## src/rtl/mbrf_pkg.sv

```systemverilog
// Package: shared types, codes and the CRC-16 byte step for the request framer.
`timescale 1ns / 1ps

package mbrf_pkg;

    // Item kinds on the input channel
    localparam logic ACT_HEADER  = 1'b0;
    localparam logic ACT_PAYLOAD = 1'b1;

    // Function select codes
    localparam logic [2:0] FSEL_RD_COILS  = 3'd0;
    localparam logic [2:0] FSEL_RD_DISC   = 3'd1;
    localparam logic [2:0] FSEL_RD_HOLD   = 3'd2;
    localparam logic [2:0] FSEL_RD_INPUT  = 3'd3;
    localparam logic [2:0] FSEL_WR_COILS  = 3'd4;
    localparam logic [2:0] FSEL_WR_REGS   = 3'd5;

    // Modbus function codes sent on the wire
    localparam logic [7:0] FC_RD_COILS = 8'h01;
    localparam logic [7:0] FC_RD_DISC  = 8'h02;
    localparam logic [7:0] FC_RD_HOLD  = 8'h03;
    localparam logic [7:0] FC_RD_INPUT = 8'h04;
    localparam logic [7:0] FC_WR_COILS = 8'h0F;
    localparam logic [7:0] FC_WR_REGS  = 8'h10;

    localparam logic [15:0] CRC_INIT = 16'hFFFF;
    localparam logic [15:0] CRC_POLY = 16'hA001;

    localparam int JOB_BYTES = 7;

    // One unit of work for the byte serializer
    typedef struct packed {
        logic [JOB_BYTES-1:0][7:0] data;   // data bytes, index 0 goes first
        logic [2:0]                n_data; // number of data bytes, 1..7
        logic                      crc;    // append the CRC after the data
        logic                      start;  // first job of a frame: restart the CRC
    } t_job;

    // Fold one byte into the reflected Modbus CRC-16
    function automatic logic [15:0] crc16_byte(input logic [15:0] crc, input logic [7:0] b);
        logic [15:0] c;
        c = crc ^ {8'h00, b};
        for (int i = 0; i < 8; i++) begin
            if (c[0]) begin
                c = (c >> 1) ^ CRC_POLY;
            end else begin
                c = c >> 1;
            end
        end
        return c;
    endfunction

endpackage

```

## src/rtl/modbus_rtu_request_framer.sv

```systemverilog
// Top level: Modbus RTU request framer, classifier and byte serializer joined by a job queue.
`timescale 1ns / 1ps

// Modbus RTU request framer. Each input transfer is either a request header
// or one payload element of an open write request; each output transfer is
// one frame byte in wire order, with o_frame_end set on the high CRC byte.
// The serializer sends one byte per cycle while the output is not stalled.
// An item produces 8 bytes for a read header, 7 for a write header (9 when
// the byte count is zero and the CRC follows at once), 2 for a register
// word, 1 for a coil byte, plus 2 for the CRC on the element that closes
// the frame. Headers with an unknown function and payload with no frame
// open are accepted and produce nothing. The front end classifies an item in
// the cycle it is accepted and posts a job into a two-entry queue; it keeps
// accepting while the queue has room, so the serializer and the output
// register run ahead independently. A job passes through the queue, the
// serializer job register and the output register before its first byte
// appears. The input stalls only when the queue is full, and the output
// holds its byte while the downstream stalls.
module modbus_rtu_request_framer (
    input  logic        i_clk,
    input  logic        i_rst_n,
    // input channel
    input  logic        i_in_valid,
    output logic        o_in_stall,
    input  logic        i_action,
    input  logic [7:0]  i_slave_id,
    input  logic [2:0]  i_func_select,
    input  logic [15:0] i_start_address,
    input  logic [15:0] i_quantity,
    input  logic [15:0] i_payload,
    // output channel
    output logic        o_out_valid,
    input  logic        i_out_stall,
    output logic [7:0]  o_tx_byte,
    output logic        o_frame_end
);
    import mbrf_pkg::*;

    logic q_full;
    logic q_push;
    logic q_valid;
    logic q_pop;
    t_job push_job;
    t_job head_job;

    // Classify items and track the open write frame
    mbrf_front u_front (
        .i_clk           (i_clk),
        .i_rst_n         (i_rst_n),
        .i_in_valid      (i_in_valid),
        .o_in_stall      (o_in_stall),
        .i_action        (i_action),
        .i_slave_id      (i_slave_id),
        .i_func_select   (i_func_select),
        .i_start_address (i_start_address),
        .i_quantity      (i_quantity),
        .i_payload       (i_payload),
        .i_q_full        (q_full),
        .o_push          (q_push),
        .o_job           (push_job)
    );

    // Hold jobs so either side can stall on its own
    mbrf_queue u_queue (
        .i_clk   (i_clk),
        .i_rst_n (i_rst_n),
        .i_push  (q_push),
        .i_job   (push_job),
        .o_full  (q_full),
        .o_valid (q_valid),
        .o_job   (head_job),
        .i_pop   (q_pop)
    );

    // Send bytes, fold the CRC and append it at frame end
    mbrf_back u_back (
        .i_clk       (i_clk),
        .i_rst_n     (i_rst_n),
        .i_q_valid   (q_valid),
        .i_q_job     (head_job),
        .o_q_pop     (q_pop),
        .o_out_valid (o_out_valid),
        .i_out_stall (i_out_stall),
        .o_tx_byte   (o_tx_byte),
        .o_frame_end (o_frame_end)
    );

endmodule

```

## src/rtl/mbrf_queue.sv

```systemverilog
// Two-entry job queue between the classifier and the byte serializer.
`timescale 1ns / 1ps

module mbrf_queue (
    input  logic           i_clk,
    input  logic           i_rst_n,
    input  logic           i_push,
    input  mbrf_pkg::t_job i_job,
    output logic           o_full,
    output logic           o_valid,
    output mbrf_pkg::t_job o_job,
    input  logic           i_pop
);
    import mbrf_pkg::*;

    localparam int DEPTH = 2;
    localparam int PTR_W = $clog2(DEPTH);
    localparam int CNT_W = $clog2(DEPTH + 1);

    t_job             r_mem [DEPTH];
    logic [PTR_W-1:0] r_wr_ptr;
    logic [PTR_W-1:0] r_rd_ptr;
    logic [CNT_W-1:0] r_count;
    logic [CNT_W-1:0] n_count;

    assign o_full  = (r_count == CNT_W'(DEPTH));
    assign o_valid = (r_count != '0);
    assign o_job   = r_mem[r_rd_ptr];

    always_comb begin
        n_count = r_count;
        if (i_push && !i_pop) begin
            n_count = r_count + 1'b1;
        end else if (!i_push && i_pop) begin
            n_count = r_count - 1'b1;
        end
    end

    always_ff @(posedge i_clk) begin
        if (!i_rst_n) begin
            r_wr_ptr <= '0;
            r_rd_ptr <= '0;
            r_count  <= '0;
        end else begin
            if (i_push) begin
                r_wr_ptr <= r_wr_ptr + 1'b1;
            end
            if (i_pop) begin
                r_rd_ptr <= r_rd_ptr + 1'b1;
            end
            r_count <= n_count;
        end
    end

    always_ff @(posedge i_clk) begin
        if (i_push) begin
            r_mem[r_wr_ptr] <= i_job;
        end
    end

endmodule

```

## src/rtl/mbrf_front.sv

```systemverilog
// Front end: accepts input items, tracks the open write frame, builds serializer jobs.
`timescale 1ns / 1ps

module mbrf_front (
    input  logic           i_clk,
    input  logic           i_rst_n,
    input  logic           i_in_valid,
    output logic           o_in_stall,
    input  logic           i_action,
    input  logic [7:0]     i_slave_id,
    input  logic [2:0]     i_func_select,
    input  logic [15:0]    i_start_address,
    input  logic [15:0]    i_quantity,
    input  logic [15:0]    i_payload,
    input  logic           i_q_full,
    output logic           o_push,
    output mbrf_pkg::t_job o_job
);
    import mbrf_pkg::*;

    logic        r_frame_open;
    logic [7:0]  r_left;
    logic        r_wr_regs;
    logic        n_frame_open;
    logic [7:0]  n_left;
    logic        n_wr_regs;

    logic        accept;
    logic [7:0]  fc;
    logic        is_read;
    logic        fsel_ok;
    logic [16:0] qty_plus7;
    logic [7:0]  count;
    logic [7:0]  left_next;

    assign o_in_stall = i_q_full;
    assign accept     = i_in_valid && !i_q_full;
    assign qty_plus7  = {1'b0, i_quantity} + 17'd7;

    // Decode the function select
    always_comb begin
        fc      = FC_RD_COILS;
        is_read = 1'b0;
        fsel_ok = 1'b1;
        unique case (i_func_select) inside
            FSEL_RD_COILS: begin fc = FC_RD_COILS; is_read = 1'b1; end
            FSEL_RD_DISC:  begin fc = FC_RD_DISC;  is_read = 1'b1; end
            FSEL_RD_HOLD:  begin fc = FC_RD_HOLD;  is_read = 1'b1; end
            FSEL_RD_INPUT: begin fc = FC_RD_INPUT; is_read = 1'b1; end
            FSEL_WR_COILS: fc = FC_WR_COILS;
            FSEL_WR_REGS:  fc = FC_WR_REGS;
            default:       fsel_ok = 1'b0;
        endcase
    end

    // Byte count, truncated to eight bits
    assign count = (i_func_select == FSEL_WR_REGS) ? {i_quantity[6:0], 1'b0}
                                                   : qty_plus7[10:3];

    assign left_next = r_wr_regs ? ((r_left >= 8'd2) ? (r_left - 8'd2) : 8'd0)
                                 : (r_left - 8'd1);

    always_comb begin
        n_frame_open = r_frame_open;
        n_left       = r_left;
        n_wr_regs    = r_wr_regs;
        o_push       = 1'b0;
        o_job        = '0;
        if (accept) begin
            if (i_action == ACT_HEADER) begin
                if (fsel_ok) begin
                    o_push        = 1'b1;
                    o_job.start   = 1'b1;
                    o_job.data[0] = i_slave_id;
                    o_job.data[1] = fc;
                    o_job.data[2] = i_start_address[15:8];
                    o_job.data[3] = i_start_address[7:0];
                    o_job.data[4] = i_quantity[15:8];
                    o_job.data[5] = i_quantity[7:0];
                    n_frame_open  = 1'b0;
                    n_left        = 8'd0;
                    n_wr_regs     = 1'b0;
                    if (is_read) begin
                        o_job.n_data = 3'd6;
                        o_job.crc    = 1'b1;
                    end else begin
                        o_job.data[6] = count;
                        o_job.n_data  = 3'd7;
                        if (count == 8'd0) begin
                            o_job.crc = 1'b1;
                        end else begin
                            n_frame_open = 1'b1;
                            n_left       = count;
                            n_wr_regs    = (i_func_select == FSEL_WR_REGS);
                        end
                    end
                end
            end else if (r_frame_open) begin
                o_push = 1'b1;
                if (r_wr_regs) begin
                    o_job.data[0] = i_payload[15:8];
                    o_job.data[1] = i_payload[7:0];
                    o_job.n_data  = 3'd2;
                end else begin
                    o_job.data[0] = i_payload[7:0];
                    o_job.n_data  = 3'd1;
                end
                n_left = left_next;
                if (left_next == 8'd0) begin
                    // close the frame
                    o_job.crc    = 1'b1;
                    n_frame_open = 1'b0;
                    n_wr_regs    = 1'b0;
                end
            end
        end
    end

    always_ff @(posedge i_clk) begin
        if (!i_rst_n) begin
            r_frame_open <= 1'b0;
            r_left       <= 8'd0;
            r_wr_regs    <= 1'b0;
        end else begin
            r_frame_open <= n_frame_open;
            r_left       <= n_left;
            r_wr_regs    <= n_wr_regs;
        end
    end

endmodule

```

## src/rtl/mbrf_back.sv

```systemverilog
// Back end: serializes job bytes, runs the CRC and appends it, drives the output register.
`timescale 1ns / 1ps

module mbrf_back (
    input  logic           i_clk,
    input  logic           i_rst_n,
    input  logic           i_q_valid,
    input  mbrf_pkg::t_job i_q_job,
    output logic           o_q_pop,
    output logic           o_out_valid,
    input  logic           i_out_stall,
    output logic [7:0]     o_tx_byte,
    output logic           o_frame_end
);
    import mbrf_pkg::*;

    t_job        r_job;
    logic        r_active;
    logic [3:0]  r_idx;
    logic [15:0] r_crc;
    logic        r_out_valid;
    logic [7:0]  r_tx_byte;
    logic        r_frame_end;

    t_job        n_job;
    logic        n_active;
    logic [3:0]  n_idx;
    logic [15:0] n_crc;
    logic        n_out_valid;
    logic [7:0]  n_tx_byte;
    logic        n_frame_end;

    logic [3:0]  cur_n;
    logic [3:0]  last_idx;
    logic        in_data;
    logic        crc_lo;
    logic [7:0]  data_byte;
    logic [7:0]  emit_byte;
    logic        emit_end;
    logic        adv;
    logic        step;
    logic        last_now;
    logic        load;

    always_comb begin
        cur_n     = {1'b0, r_job.n_data};
        in_data   = (r_idx < cur_n);
        crc_lo    = (r_idx == cur_n);
        data_byte = r_job.data[r_idx[2:0]];
        emit_byte = in_data ? data_byte : (crc_lo ? r_crc[7:0] : r_crc[15:8]);
        emit_end  = !in_data && !crc_lo;
        last_idx  = r_job.crc ? (cur_n + 4'd1) : (cur_n - 4'd1);
        last_now  = (r_idx == last_idx);
        adv       = !r_out_valid || !i_out_stall;
        step      = r_active && adv;
        load      = i_q_valid && (!r_active || (step && last_now));
    end

    always_comb begin
        n_job       = r_job;
        n_active    = r_active;
        n_idx       = r_idx;
        n_crc       = r_crc;
        n_out_valid = r_out_valid;
        n_tx_byte   = r_tx_byte;
        n_frame_end = r_frame_end;
        if (adv) begin
            n_out_valid = step;
            n_tx_byte   = emit_byte;
            n_frame_end = emit_end;
        end
        if (step) begin
            n_idx = r_idx + 4'd1;
            if (in_data) begin
                n_crc = crc16_byte(r_crc, data_byte);
            end else if (emit_end) begin
                n_crc = CRC_INIT;
            end
            if (last_now) begin
                n_active = 1'b0;
            end
        end
        if (load) begin
            n_job    = i_q_job;
            n_active = 1'b1;
            n_idx    = 4'd0;
            if (i_q_job.start) begin
                // a new frame drops whatever was open before
                n_crc = CRC_INIT;
            end
        end
    end

    always_ff @(posedge i_clk) begin
        if (!i_rst_n) begin
            r_active    <= 1'b0;
            r_idx       <= 4'd0;
            r_crc       <= CRC_INIT;
            r_out_valid <= 1'b0;
        end else begin
            r_active    <= n_active;
            r_idx       <= n_idx;
            r_crc       <= n_crc;
            r_out_valid <= n_out_valid;
        end
    end

    always_ff @(posedge i_clk) begin
        r_job       <= n_job;
        r_tx_byte   <= n_tx_byte;
        r_frame_end <= n_frame_end;
    end

    assign o_q_pop     = load;
    assign o_out_valid = r_out_valid;
    assign o_tx_byte   = r_tx_byte;
    assign o_frame_end = r_frame_end;

endmodule

```

## config.mk

```make
export PLATFORM = sky130hd
export DESIGN_NAME = modbus_rtu_request_framer
export DESIGN_NICKNAME = d
export VERILOG_FILES = /design/src/rtl/mbrf_pkg.sv /design/src/rtl/modbus_rtu_request_framer.sv /design/src/rtl/mbrf_queue.sv /design/src/rtl/mbrf_front.sv /design/src/rtl/mbrf_back.sv
export SDC_FILE = /design/constraint.sdc
export NUM_CORES = 1
export LEC_CHECK = 0
export BUFFER_PORTS_ARGS = -buffer_cell sky130_fd_sc_hd__buf_2
export CAP_MARGIN = 30
export CORE_ASPECT_RATIO = 0.7
export CORE_UTILIZATION = 40
export CTS_CLUSTER_DIAMETER = 200
export CTS_CLUSTER_SIZE = 40
export DETAILED_ROUTE_END_ITERATION = 6
export HOLD_SLACK_MARGIN = 0.12
export PLACE_DENSITY = 0.65
export SETUP_SLACK_MARGIN = 0.4
export SYNTH_ARGS = -nofsm -noshare
export SYNTH_HDL_FRONTEND = slang
export SYNTH_SLANG_ARGS = --single-unit
```

## constraint.sdc

```tcl
create_clock -name i_clk -period 8.9 [get_ports i_clk]
set_input_delay 0.89 -clock i_clk [delete_from_list [all_inputs] [get_ports i_clk]]
set_output_delay 0.89 -clock i_clk [all_outputs]
set_load 0.02 [all_outputs]
```

==> out/qor_table.md <==
| Step | Quantity | Value |
| --- | --- | --- |
| outcome | Outcome | finished with violations |
| outcome | Failing checks | design-rule violations |
| worst setup path | Req. time, crit path | 9270 ps |
| global route | Wire length of the first global-routing pass | 32,400 µm |
| final layout | Share of post-route cells with drive strength above 1 | 23.6% |
| global route | Global routing usage summed across all routing layers | 16.2% |
| global route | Total gr overflow | 0 |
| logic synthesis | Number of warnings reported in the yosys synthesis log | 0 |
| placement | Pre-CTS setup slack | 5210 ps |
| worst setup path | CP max FO | 32 |
| placement | Final Wtd Congestion | 0.837 |
| logic synthesis | Number of standard cells after synthesis | 741 |
| sta | Final-report hold violation count | 0 |
| final layout | Antenna diode instance count | 0 |
| pwr | Total leakage power | 3.87 nW |
| hold path | Class of the most critical hold timing path | reg2reg |
| drt | Routed vias/inst | 5.24 |
| die | Die W | 193 µm |
| global route | Pin count of the biggest net entering global routing | 61 |
| logic synthesis | Asr flop ratio synth | 0% |
| die | Starting utilization of the core area | 41.1% |
| final layout | Layout overhead on the synthesized area | 9.36% |
| sta | Final cycle utilization of the critical path | 37.1% |
| sta | Worst rel slew slack | 43.7% |
| pwr | Cell Pwr Density | 279 nW/µm² |
| final layout | Commonest non-fill, non-tap cells in the layout | sky130_fd_sc_hd__edfxtp_1 (189), sky130_fd_sc_hd__buf_2 (74), sky130_fd_sc_hd__mux2_2 (67), sky130_fd_sc_hd__nor2_1 (50), sky130_fd_sc_hd__nand2_1 (43) |
| logic synthesis | Count of different cell masters after synthesis | 67 |
| logic synthesis | Synthesized cell area | 10,200 µm² |
| clock tree | Number of setup buffers added after CTS | 0 |
| worst setup path | Class of the most critical setup path | reg2reg |
| placement | Half-perimeter wire length after placement | 13,900 µm |
| drt | Number of DRC markers after the initial detailed-route iteration | 472 |
| clock tree | Master cell of the clock root buffer | sky130_fd_sc_hd__clkbuf_16 |
| die | Count of pins on the block boundary | 75 |
| logic synthesis | Number of synthesized register bits | 226 |
| clock tree | Clock Sink Count | 226 |
| sta | Min Clock Period, post-route | 3300 ps |
| placement | DP Cell Count | 1,113 |
| pwr | Switching part of the total power | 32.1% |
| sta | Setup violation total in the final timing report | 0 |
| pwr | Combinational share of power | 35.5% |
| die | Die extent in y | 136 µm |
| worst setup path | Kind of capture point of the worst setup path | flip-flop |
| pwr | Clock group share of total power | 15.9% |
| sta | Sum of negative setup slack | 0 ps |
| worst setup path | Slowest CP cell | sky130_fd_sc_hd__mux4_2 |
| clock tree | CTS tree | yes |
| pwr | Int Power | 0.00212 W |
| global route | Number of global-route vias before repair | 5,791 |
| logic synthesis | Number of enable-type register cells in the synthesized netlist | 189 |
| logic synthesis | Net Count, Synth | 817 |
| sta | Count of pins over their slew limit | 0 |
| drt | Total iterations of the first detailed-routing run | 7 |
| final layout | Fill cells | 2,300 |
| drt | Drt drc | 2 |
| global route | Antenna violations before repair | 0 |
| sta | Upper clock frequency limit | 303 MHz |
| final layout | Most common cell after layout, fill and taps aside | sky130_fd_sc_hd__edfxtp_1 |
| final layout | Seq. cell area | 6420 µm² |
| placement | Number of buffers inserted by port buffering | 74 |
| pwr | Largest vdd supply drop | 0.000143 V |
| worst setup path | Arrival @ worst endpoint | 3670 ps |
| die | Placement Rows | 48 |
| drt | Via count | 5,897 |
| worst setup path | Worst path max stage delay | 550 ps |
| clock tree | Clock transition at the registers of the reported paths | 140 ps |
| sta | RSZ-0062 raised after global routing | no |
| sta | Slew at the pin closest to its max-slew limit | 844 ps |
| final layout | Net count, final | 875 |
| die | Core region area | 24,900 µm² |
| logic synthesis | Sequential share of the synthesized area | 62.8% |
| final layout | Non-Filler Instances | 1,125 |
| drt | Total Wirelength | 20,200 µm |
| final layout | Area of all placed cells without fillers | 11,200 µm² |
| final layout | Area of combinational cells with multiple inputs | 3580 µm² |
| clock tree | CTS resizes | 0 |
| worst setup path | Sort of element at the start of the critical path | flip-flop |
| clock tree | Clock latency at the later pin of the worst-skew pair | 480 ps |
| pwr | Sequential cell fraction of total power | 48.6% |
| logic synthesis | Syn Area/Cell | 13.8 µm² |
| drt | Antenna violation net count after detailed routing | 0 |
| drt | WL/cell | 18.0 µm |
| die | Die Outline Area | 26,200 µm² |
| sta | Final worst slack | 5600 ps |
| clock tree | Hold-fix buffer count after cts | 0 |
| placement | Cell area after placement | 10,900 µm² |
| worst setup path | Worst-path cell chain | buf_4, mux2i_1, mux4_2, xnor2_2, xor3_2, xnor2_1, xnor3_2, nor4b_1, a211oi_1 |
| pwr | Switching power of the nets | 0.00100 W |
| job | Max-cap violation count | 0 |
| clock tree | Number of buffers created by CTS | 9 |
| clock tree | Number of H-tree levels | 1 |
| clock tree | Maximum clock path buffer count | 3 |
| sta | Worst clock skew | 20.7 ps |
| logic synthesis | Primary FF master, synth | sky130_fd_sc_hd__edfxtp_1 |
==> metrics by stage <==
stage / total power, W / hold slack, ps / util [%]
after global routing: 0.00331 / 562 / 45.0
final: 0.00312 / 515 / 45.0
after CTS: 0.00315 / 514 / 45.0
after detailed placement: 0.00265 / 477 / 44.0
after floorplan: 0.00238 / 454 / -
after global placement: 0.00264 / 480 / 43.9
==> power groups by stage <==
stage,Combinational (W),Sequential (W),Clock (W)
final,0.00111,0.00152,0.000496
after global placement,0.00110,0.00154,0
after CTS,0.00112,0.00152,0.000513
after global routing,0.00122,0.00154,0.000548
after detailed placement,0.00111,0.00155,0
after floorplan,0.000831,0.00155,0
==> synthesized netlist by cell type (3+ instances only) <==
library cell	number	share of area, %
sky130_fd_sc_hd__a211oi_1	3	0.22
sky130_fd_sc_hd__a21o_1	3	0.22
sky130_fd_sc_hd__a21oi_1	26	1.3
sky130_fd_sc_hd__and2_1	37	2.3
sky130_fd_sc_hd__and3_1	5	0.31
sky130_fd_sc_hd__buf_6	3	0.33
sky130_fd_sc_hd__clkbuf_1	32	1.2
sky130_fd_sc_hd__dfxtp_1	37	7.2
sky130_fd_sc_hd__edfxtp_1	189	56
sky130_fd_sc_hd__ha_1	11	1.3
sky130_fd_sc_hd__inv_1	18	0.66
sky130_fd_sc_hd__mux2_2	67	7.4
sky130_fd_sc_hd__mux2i_1	29	2.8
sky130_fd_sc_hd__mux4_2	8	1.8
sky130_fd_sc_hd__nand2_1	43	1.6
sky130_fd_sc_hd__nand2b_1	4	0.24
sky130_fd_sc_hd__nand3_1	7	0.34
sky130_fd_sc_hd__nand3b_1	8	0.59
sky130_fd_sc_hd__nand4_1	4	0.24
sky130_fd_sc_hd__nor2_1	50	1.8
sky130_fd_sc_hd__nor2b_1	10	0.61
sky130_fd_sc_hd__nor3_1	7	0.34
sky130_fd_sc_hd__o211a_1	6	0.59
sky130_fd_sc_hd__o211ai_1	5	0.37
sky130_fd_sc_hd__o21a_1	4	0.29
sky130_fd_sc_hd__o21ai_0	20	0.98
sky130_fd_sc_hd__o21ai_1	4	0.20
sky130_fd_sc_hd__o221ai_1	4	0.34
sky130_fd_sc_hd__o22ai_1	13	0.80
sky130_fd_sc_hd__xnor2_1	26	2.2
sky130_fd_sc_hd__xor2_1	9	0.77
sky130_fd_sc_hd__xor2_2	3	0.48
==> cell families after synthesis <==
kind of cell	after synthesis	share of synthesized area, %
buffers and inverters	57	2.36
XOR/XNOR	44	4.92
AND/OR/NAND/NOR	187	9.25
multiplexers	104	12.0
AO/OA/AOI/OAI	111	7.18
flip-flops	226	62.8
adder cells (fa/ha/maj)	12	1.54
==> critical path, delay by kind of cell, from the launching register on <==
family | cells | cell delay (ps)
xor gates and xnor gates | 4 | 1300
muxes | 2 | 760
buffers and inverters | 1 | 380
DFF | 1 | 340
and+or+nand+nor | 1 | 300
AOI/OAI and AO/OA | 1 | 90
==> state kept, by name, indices dropped and copies added (netlist names), 2 cells and up, named ones only <==
register          count
u_back.r_crc         16
u_queue.r_count       2
u_back.o_tx_byte      8
u_back.r_idx          4
u_front.r_left        8
u_queue.r_mem       120
u_back.r_job         57
u_back.cur_n          3
==> per-layer routing <==
metal	vias to the layer above	global-route usage, %	share of wire [%]
met5	-	0	0
met4	0	2.47	1.2
met3	12	2.56	4.7
met2	148	24.7	44
met1	2883	24.7	50
li1	2854	-	-
==> final timing paths <==
path                                       start               to  slack [ps]  depth (start not counted)
worst min register to register  u_back.r_crc[11]  u_back.r_crc[3]         520                          2
worst max-delay path             u_back.r_idx[1]  u_back.r_crc[0]        5600                          9
worst min-delay path            u_back.r_crc[11]  u_back.r_crc[3]         520                          2
worst max register to register   u_back.r_idx[1]  u_back.r_crc[0]        5600                          9
==> area by class of cell <==
| class | instances | area share [%] |
|---|---|---|
| timing repair buffer | 85 | 4.05 |
| clock inverter | 1 | 0.145 |
| sequential | 226 | 57.4 |
| inverter | 19 | 0.638 |
| multi-input combinational | 458 | 32.1 |
| clock buffer | 11 | 2.08 |
| tap | 325 | 3.64 |
Power figures use the tool's default switching activity.
